<file path="src/rtl/rsa_pe_pkg.sv">
package rsa_pe_pkg;

   // operand widths
   localparam int PRIME_WIDTH = 31;
   localparam int PORT_PRIME_WIDTH = 31;
   localparam int EXP_WIDTH = 62;
   // coefficient register, two's complement, wide enough for +/- totient
   localparam int COEF_WIDTH = 64;

   // euclid step bound and counter widths
   localparam int MAX_STEPS = 128;
   localparam int STEP_WIDTH = $clog2(MAX_STEPS) + 1;
   localparam int BIT_CNT_WIDTH = $clog2(EXP_WIDTH);

   // sequencer states
   typedef enum logic [3:0] {
      ST_IDLE,
      ST_MULT,
      ST_CHECK,
      ST_DIV,
      ST_SETUP,
      ST_TEST,
      ST_UPDATE,
      ST_FINISH
   } state_type;

endpackage

</file>
<file path="src/rtl/rsa_private_exponent_unit.sv">
// channel  direction  signals
// req      in         req_valid, req_ready, req_prime_p, req_prime_q, req_public_exponent
// rsp      out        rsp_valid, rsp_ready, rsp_private_exponent, rsp_inverse_exists
//
// one transaction at a time; req_ready is high only while the sequencer is idle.
// a single restoring divider (one quotient bit per cycle) serves both the
// reduction of e by the totient and every euclid step; it also folds quotient times
// coefficient in by shift-add. the euclid loop ends on a zero remainder or at MAX_STEPS steps.
// synchronous active-high reset clears the sequencer and the output valid.
// a finished result waits in the output register; the next request is taken meanwhile,
// and the sequencer only stalls at its end if the previous result is still not taken.
module rsa_private_exponent_unit
   import rsa_pe_pkg::*;
(
   input  logic                        clock,
   input  logic                        reset,
   input  logic                        req_valid,
   output logic                        req_ready,
   input  logic [PORT_PRIME_WIDTH-1:0] req_prime_p,
   input  logic [PORT_PRIME_WIDTH-1:0] req_prime_q,
   input  logic [EXP_WIDTH-1:0]        req_public_exponent,
   output logic                        rsp_valid,
   input  logic                        rsp_ready,
   output logic [EXP_WIDTH-1:0]        rsp_private_exponent,
   output logic                        rsp_inverse_exists
);

   state_type state_ff, state_in;

   logic [PRIME_WIDTH-1:0]   pm1_ff, pm1_in, qm1_ff, qm1_in;
   logic [EXP_WIDTH-1:0]     e_ff, e_in;
   logic [EXP_WIDTH-1:0]     m_ff, m_in;
   logic [EXP_WIDTH-1:0]     r_prev_ff, r_prev_in, r_cur_ff, r_cur_in;
   logic [COEF_WIDTH-1:0]    t_prev_ff, t_prev_in, t_cur_ff, t_cur_in;
   logic [EXP_WIDTH-1:0]     dvd_ff, dvd_in, dvsr_ff, dvsr_in, rem_ff, rem_in;
   logic [COEF_WIDTH-1:0]    acc_ff, acc_in;
   logic [BIT_CNT_WIDTH-1:0] cnt_ff, cnt_in;
   logic [STEP_WIDTH-1:0]    step_ff, step_in;
   logic                     red_mode_ff, red_mode_in;
   logic                     rsp_valid_ff, rsp_valid_in;
   logic [EXP_WIDTH-1:0]     rsp_exp_ff, rsp_exp_in;
   logic                     rsp_ok_ff, rsp_ok_in;

   logic [PRIME_WIDTH-1:0]   p_field, q_field;
   logic [2*PRIME_WIDTH-1:0] product;
   logic [EXP_WIDTH:0]       rem_shift;
   logic                     quo_bit;
   logic [EXP_WIDTH-1:0]     rem_step;
   logic [COEF_WIDTH-1:0]    acc_step;
   logic [COEF_WIDTH-1:0]    inv_raw;
   logic                     inv_ok;
   logic [EXP_WIDTH-1:0]     inv_final;

   // input fields, p-1 and q-1 saturating at zero
   assign p_field = req_prime_p[PRIME_WIDTH-1:0];
   assign q_field = req_prime_q[PRIME_WIDTH-1:0];

   // totient multiplier
   assign product = pm1_ff * qm1_ff;

   // restoring divider step, quotient times coefficient folded in msb first
   assign rem_shift = {rem_ff, dvd_ff[EXP_WIDTH-1]};
   assign quo_bit   = (rem_shift >= {1'b0, dvsr_ff});
   assign rem_step  = quo_bit ? EXP_WIDTH'(rem_shift - {1'b0, dvsr_ff})
                              : rem_shift[EXP_WIDTH-1:0];
   assign acc_step  = (acc_ff << 1) + (quo_bit ? t_cur_ff : '0);

   // final coefficient brought into [0, totient)
   assign inv_raw   = t_prev_ff[COEF_WIDTH-1] ? (t_prev_ff + COEF_WIDTH'(m_ff))
                                              : t_prev_ff;
   assign inv_ok    = (r_prev_ff == EXP_WIDTH'(1));
   assign inv_final = (inv_ok && (inv_raw < COEF_WIDTH'(m_ff))) ?
                      inv_raw[EXP_WIDTH-1:0] : '0;

   // state register
   always_ff @(posedge clock) begin
      if (reset) begin
         state_ff     <= ST_IDLE;
         rsp_valid_ff <= 1'b0;
      end else begin
         state_ff     <= state_in;
         rsp_valid_ff <= rsp_valid_in;
      end
   end

   // datapath registers
   always_ff @(posedge clock) begin
      pm1_ff      <= pm1_in;
      qm1_ff      <= qm1_in;
      e_ff        <= e_in;
      m_ff        <= m_in;
      r_prev_ff   <= r_prev_in;
      r_cur_ff    <= r_cur_in;
      t_prev_ff   <= t_prev_in;
      t_cur_ff    <= t_cur_in;
      dvd_ff      <= dvd_in;
      dvsr_ff     <= dvsr_in;
      rem_ff      <= rem_in;
      acc_ff      <= acc_in;
      cnt_ff      <= cnt_in;
      step_ff     <= step_in;
      red_mode_ff <= red_mode_in;
      rsp_exp_ff  <= rsp_exp_in;
      rsp_ok_ff   <= rsp_ok_in;
   end

   // sequencer: next state and datapath control
   always_comb begin
      state_in    = state_ff;
      pm1_in      = pm1_ff;
      qm1_in      = qm1_ff;
      e_in        = e_ff;
      m_in        = m_ff;
      r_prev_in   = r_prev_ff;
      r_cur_in    = r_cur_ff;
      t_prev_in   = t_prev_ff;
      t_cur_in    = t_cur_ff;
      dvd_in      = dvd_ff;
      dvsr_in     = dvsr_ff;
      rem_in      = rem_ff;
      acc_in      = acc_ff;
      cnt_in      = cnt_ff;
      step_in     = step_ff;
      red_mode_in = red_mode_ff;
      rsp_exp_in  = rsp_exp_ff;
      rsp_ok_in   = rsp_ok_ff;
      rsp_valid_in = (rsp_valid_ff && !rsp_ready);
      req_ready   = 1'b0;

      case (state_ff)
         ST_IDLE: begin
            req_ready = 1'b1;
            if (req_valid) begin
               pm1_in   = (p_field == '0) ? '0 : p_field - PRIME_WIDTH'(1);
               qm1_in   = (q_field == '0) ? '0 : q_field - PRIME_WIDTH'(1);
               e_in     = req_public_exponent;
               state_in = ST_MULT;
            end
         end
         ST_MULT: begin
            m_in     = EXP_WIDTH'(product);
            state_in = ST_CHECK;
         end
         ST_CHECK: begin
            if (m_ff == '0) begin
               // no totient, report no inverse
               r_prev_in = '0;
               state_in  = ST_FINISH;
            end else begin
               // reduce e modulo the totient
               dvd_in      = e_ff;
               dvsr_in     = m_ff;
               rem_in      = '0;
               acc_in      = '0;
               cnt_in      = '0;
               red_mode_in = 1'b1;
               state_in    = ST_DIV;
            end
         end
         ST_DIV: begin
            dvd_in = dvd_ff << 1;
            rem_in = rem_step;
            acc_in = acc_step;
            cnt_in = cnt_ff + BIT_CNT_WIDTH'(1);
            if (cnt_ff == BIT_CNT_WIDTH'(EXP_WIDTH - 1)) begin
               state_in = red_mode_ff ? ST_SETUP : ST_UPDATE;
            end
         end
         ST_SETUP: begin
            r_prev_in = m_ff;
            r_cur_in  = rem_ff;
            t_prev_in = '0;
            t_cur_in  = COEF_WIDTH'(1);
            step_in   = '0;
            state_in  = ST_TEST;
         end
         ST_TEST: begin
            if ((r_cur_ff == '0) || (step_ff == STEP_WIDTH'(MAX_STEPS))) begin
               state_in = ST_FINISH;
            end else begin
               dvd_in      = r_prev_ff;
               dvsr_in     = r_cur_ff;
               rem_in      = '0;
               acc_in      = '0;
               cnt_in      = '0;
               red_mode_in = 1'b0;
               state_in    = ST_DIV;
            end
         end
         ST_UPDATE: begin
            // shift the remainder and coefficient pairs
            r_prev_in = r_cur_ff;
            r_cur_in  = rem_ff;
            t_prev_in = t_cur_ff;
            t_cur_in  = t_prev_ff - acc_ff;
            step_in   = step_ff + STEP_WIDTH'(1);
            state_in  = ST_TEST;
         end
         ST_FINISH: begin
            // hand the result to the output register once it is free
            if (!rsp_valid_ff || rsp_ready) begin
               rsp_exp_in   = inv_final;
               rsp_ok_in    = inv_ok;
               rsp_valid_in = 1'b1;
               state_in     = ST_IDLE;
            end
         end
         default: begin
            state_in = ST_IDLE;
         end
      endcase
   end

   assign rsp_valid            = rsp_valid_ff;
   assign rsp_private_exponent = rsp_exp_ff;
   assign rsp_inverse_exists   = rsp_ok_ff;

endmodule

</file>
<file path="config.mk">
export PLATFORM = sky130hd
export DESIGN_NAME = rsa_private_exponent_unit
export DESIGN_NICKNAME = d
export VERILOG_FILES = /design/src/rtl/rsa_pe_pkg.sv /design/src/rtl/rsa_private_exponent_unit.sv
export SDC_FILE = /design/constraint.sdc
export NUM_CORES = 2
export LEC_CHECK = 0
export BUFFER_PORTS_ARGS = -buffer_cell sky130_fd_sc_hd__buf_2
export CORE_ASPECT_RATIO = 1.4
export CORE_MARGIN = 10
export CORE_UTILIZATION = 30
export CTS_CLUSTER_DIAMETER = 120
export CTS_CLUSTER_SIZE = 40
export DETAILED_ROUTE_END_ITERATION = 10
export HOLD_SLACK_MARGIN = 0.06
export PLACE_DENSITY = 0.53
export SYNTH_ARGS = -nofsm -noshare
export SYNTH_HDL_FRONTEND = slang
export SYNTH_SLANG_ARGS = --single-unit
</file>
<file path="constraint.sdc">
create_clock -name clock -period 26.5 [get_ports clock]
set_input_delay 2.65 -clock clock [delete_from_list [all_inputs] [get_ports clock]]
set_output_delay 2.65 -clock clock [all_outputs]
set_load 0.02 [all_outputs]
</file>
==> results.cfg <==
[run_status]
outcome = finished clean

[critical_path]
cp-end-kind = flip-flop
cp_common_cell = fa_1
cpPeakStageDelay_ns = 1.30
arrival_ns = 9.80
cp_cell_sequence = and2_1, fa_1, fa_1, inv_1, fa_1, fa_1, inv_1, fa_1, fa_1, fa_1, fa_1, ha_1, nand4_1, or3_1, nor3_1, o211ai_1, o211ai_1, a21oi_1, o31a_1, o21ai_0, xor2_1
crit_path_top_delay_cell = edfxtp_1
ff2ff_path_depth = 21
timing.rr.start = qm1_ff[10]
crit_required_ns = 26.89
reg2reg_setup_slack_ns = 17.09
worst_r2r_endpoint = m_ff[60]
crit_type = reg2reg
cp-start-kind = flip-flop
crit_path_max_fanout = 31

[clock_network]
clock_sinks = 770
clk_latency_ns = 0.71
ctsHoldBuffers = 0
cts.path.max_buffers = 3
clkTransAtPathRegs_ns = 0.13
clock-root-buffer = clkbuf_16
numCtsBuffers = 34
cts_tree = built
ctsResizeCount = 0
htreeDepth = 2
post_cts_buffers = 0

[timing]
fin_setup_tns_ns = 0
hold_violations = 0
rsz0062_at_grt = no
fmax_ghz = 0.106
slew_viol_final = 0
fin_skew_ns = 0.0794
worst_slew_margin_rel_pct = 6.60
period_needed_ns = 9.41
setup-violations-final = 0
worstMarginPinSlew_ns = 1.40
final.period_utilization_pct = 35.5

[detailed_routing]
ant_nets = 0
drt_iter0_drc = 3879
drt_pre_antenna_iters = 8
drc = 0
viasPerCell = 5.10
vias = 59520
wirelength_mm = 253
post_drt_wl_per_cell_um = 21.7

[synth]
yosys_register_bits = 770
syn_area_per_cell_um2 = 9.64
synth_ff_type = edfxtp_1
syn_inst = 8234
netlist_area_um2 = 79400
synth_edf_count = 766
seq_area_frac_synth_pct = 29.1
synth_nets = 9774
postSynth.asyncResetShare_pct = 0
yosysWarnings = 0
synth_cell_types = 89

[layout]
finish.utilization_pct = 32.4
layout-drive-gt1-share_pct = 6.34
layout_commonest_cell = inv_1
finalNetCount = 9689
instances_no_fill = 11667
syn_to_final_growth_pct = 7.41
mostFrequentLayoutCells = inv_1, nand2_1, fa_1, edfxtp_1, and2_1

[grt]
first_global_vias = 62889
grt_max_degree = 135
grt_usage_pct = 17.3
grt_pass1_wl_mm = 384
grt_remaining_overflow = 0
antenna_found_initial = 12

[hold_path]
holdPathEnd = r_cur_ff[55]
hold_depth = 0
hp-start = rem_ff[55]
hold_path_class = reg2reg

[floorplanning]
die_y_um = 629
die_x_um = 455
initial_core_util_pct = 30.1
pin_count = 193
dieArea_um2 = 286000
rows = 223
coreArea_um2 = 263000

[placement]
hpwlAfterDp_mm = 196
globalplace.congestion = 0.901
portBuffers = 192
placed_cells = 11600

[flow_run]
max-cap-violations = 0
==> logic make-up after synthesis <==
logic type,share of synthesized area [%]
AND/OR/NAND/NOR,17.9
buffers and inverters,7.00
adder cells (fa/ha/maj),30.2
AO/OA/AOI/OAI,11.2
flip-flops,29.1
XOR/XNOR,3.16
multiplexers,1.43
==> worst max-delay path: cells and delay by family, from the launching register on <==
kind | cells | cell delay [ns]
AOI/OAI and AO/OA | 5 | 1.66
xor gates and xnor gates | 1 | 0.11
DFF | 1 | 1.30
buffers and inverters | 2 | 0.14
and+or+nand+nor | 4 | 1.46
adders and majority gates | 9 | 4.41
==> worst max path at each step <==
stage | cells past startpoint | startpoint | slack [ns] | end
5_1_grt | 22 | qm1_ff[10] | 16.75 | m_ff[60]
6_report | 21 | qm1_ff[10] | 17.09 | m_ff[60]
4_1_cts | 21 | qm1_ff[10] | 17.12 | m_ff[60]
3_5_place_dp | 21 | qm1_ff[10] | 17.22 | m_ff[60]
2_1_floorplan | 7 | state_ff[1] | 16.37 | acc_ff[0]
3_3_place_gp | 21 | qm1_ff[10] | 17.28 | m_ff[61]
==> sequential cells by signal (all words and copies together), names as in the netlist <==
register	flops
acc_ff	64
cnt_ff	6
dvd_ff	62
dvsr_ff	62
e_ff	62
m_ff	62
pm1_ff	31
qm1_ff	31
r_cur_ff	62
r_prev_ff	62
red_mode_ff	1
rem_ff	62
rsp_inverse_exists	1
rsp_private_exponent	62
rsp_valid	1
state_ff	3
step_ff	8
t_cur_ff	64
t_prev_ff	64
==> synth_stat cells (16+ instances only) <==
cell type	instances	area [um^2]
o21ai_0	284	1420
mux2i_1	72	721
nand4_1	87	544
or3_1	28	175
a221oi_1	16	140
xnor2_1	181	1590
clkbuf_1	370	1390
a21oi_1	413	2070
and2_1	594	3720
o31ai_1	23	173
or2_2	19	119
o211ai_1	28	210
a22oi_1	61	458
nor2b_1	43	269
nor2_1	457	1720
nor4_1	78	488
inv_1	1037	3890
xor2_1	105	920
edfxtp_1	766	23000
ha_1	571	7140
a31oi_1	48	300
mux2_2	37	417
nand2_1	983	3690
a21boi_0	19	143
nand3_1	122	611
a211oi_1	60	450
and3_1	121	757
nor3b_2	58	726
o21bai_1	52	390
fa_1	841	16800
nand2b_1	45	282
buf_2	32	160
nor3_1	91	455
a21o_1	207	1550
o21a_1	44	330
==> metrics by stage <==
stage	area, um^2	hold slack (ns)	worst slack [ns]
floorplan	79400	0.443	16.37
global placement	84000	0.454	17.28
detailed placement	84000	0.473	17.22
CTS	85200	0.502	17.12
global route	85200	0.533	16.75
finish	85300	0.508	17.09
==> metal layers <==
metal / wire length, um / GRT usage [%]
met1: 107000 / 22.1
met2: 123000 / 30.0
met3: 12600 / 1.64
met5: 0 / 0
met4: 10800 / 6.58
==> cell type report <==
| cell class | instances | area (um^2) |
|---|---|---|
| inverters | 1038 | 3900 |
| diodes | 7 | 17.5 |
| clock inverters | 24 | 412 |
| well taps | 3487 | 4360 |
| fillers | 27340 | 178000 |
| repair buffers | 296 | 1770 |
| flip-flops and latches | 770 | 23100 |
| multi-input cells | 6009 | 50800 |
| clock buffers | 36 | 880 |
Power is not shown: default switching activity piles up to over one toggle a cycle in this logic, so the estimate is an artifact.
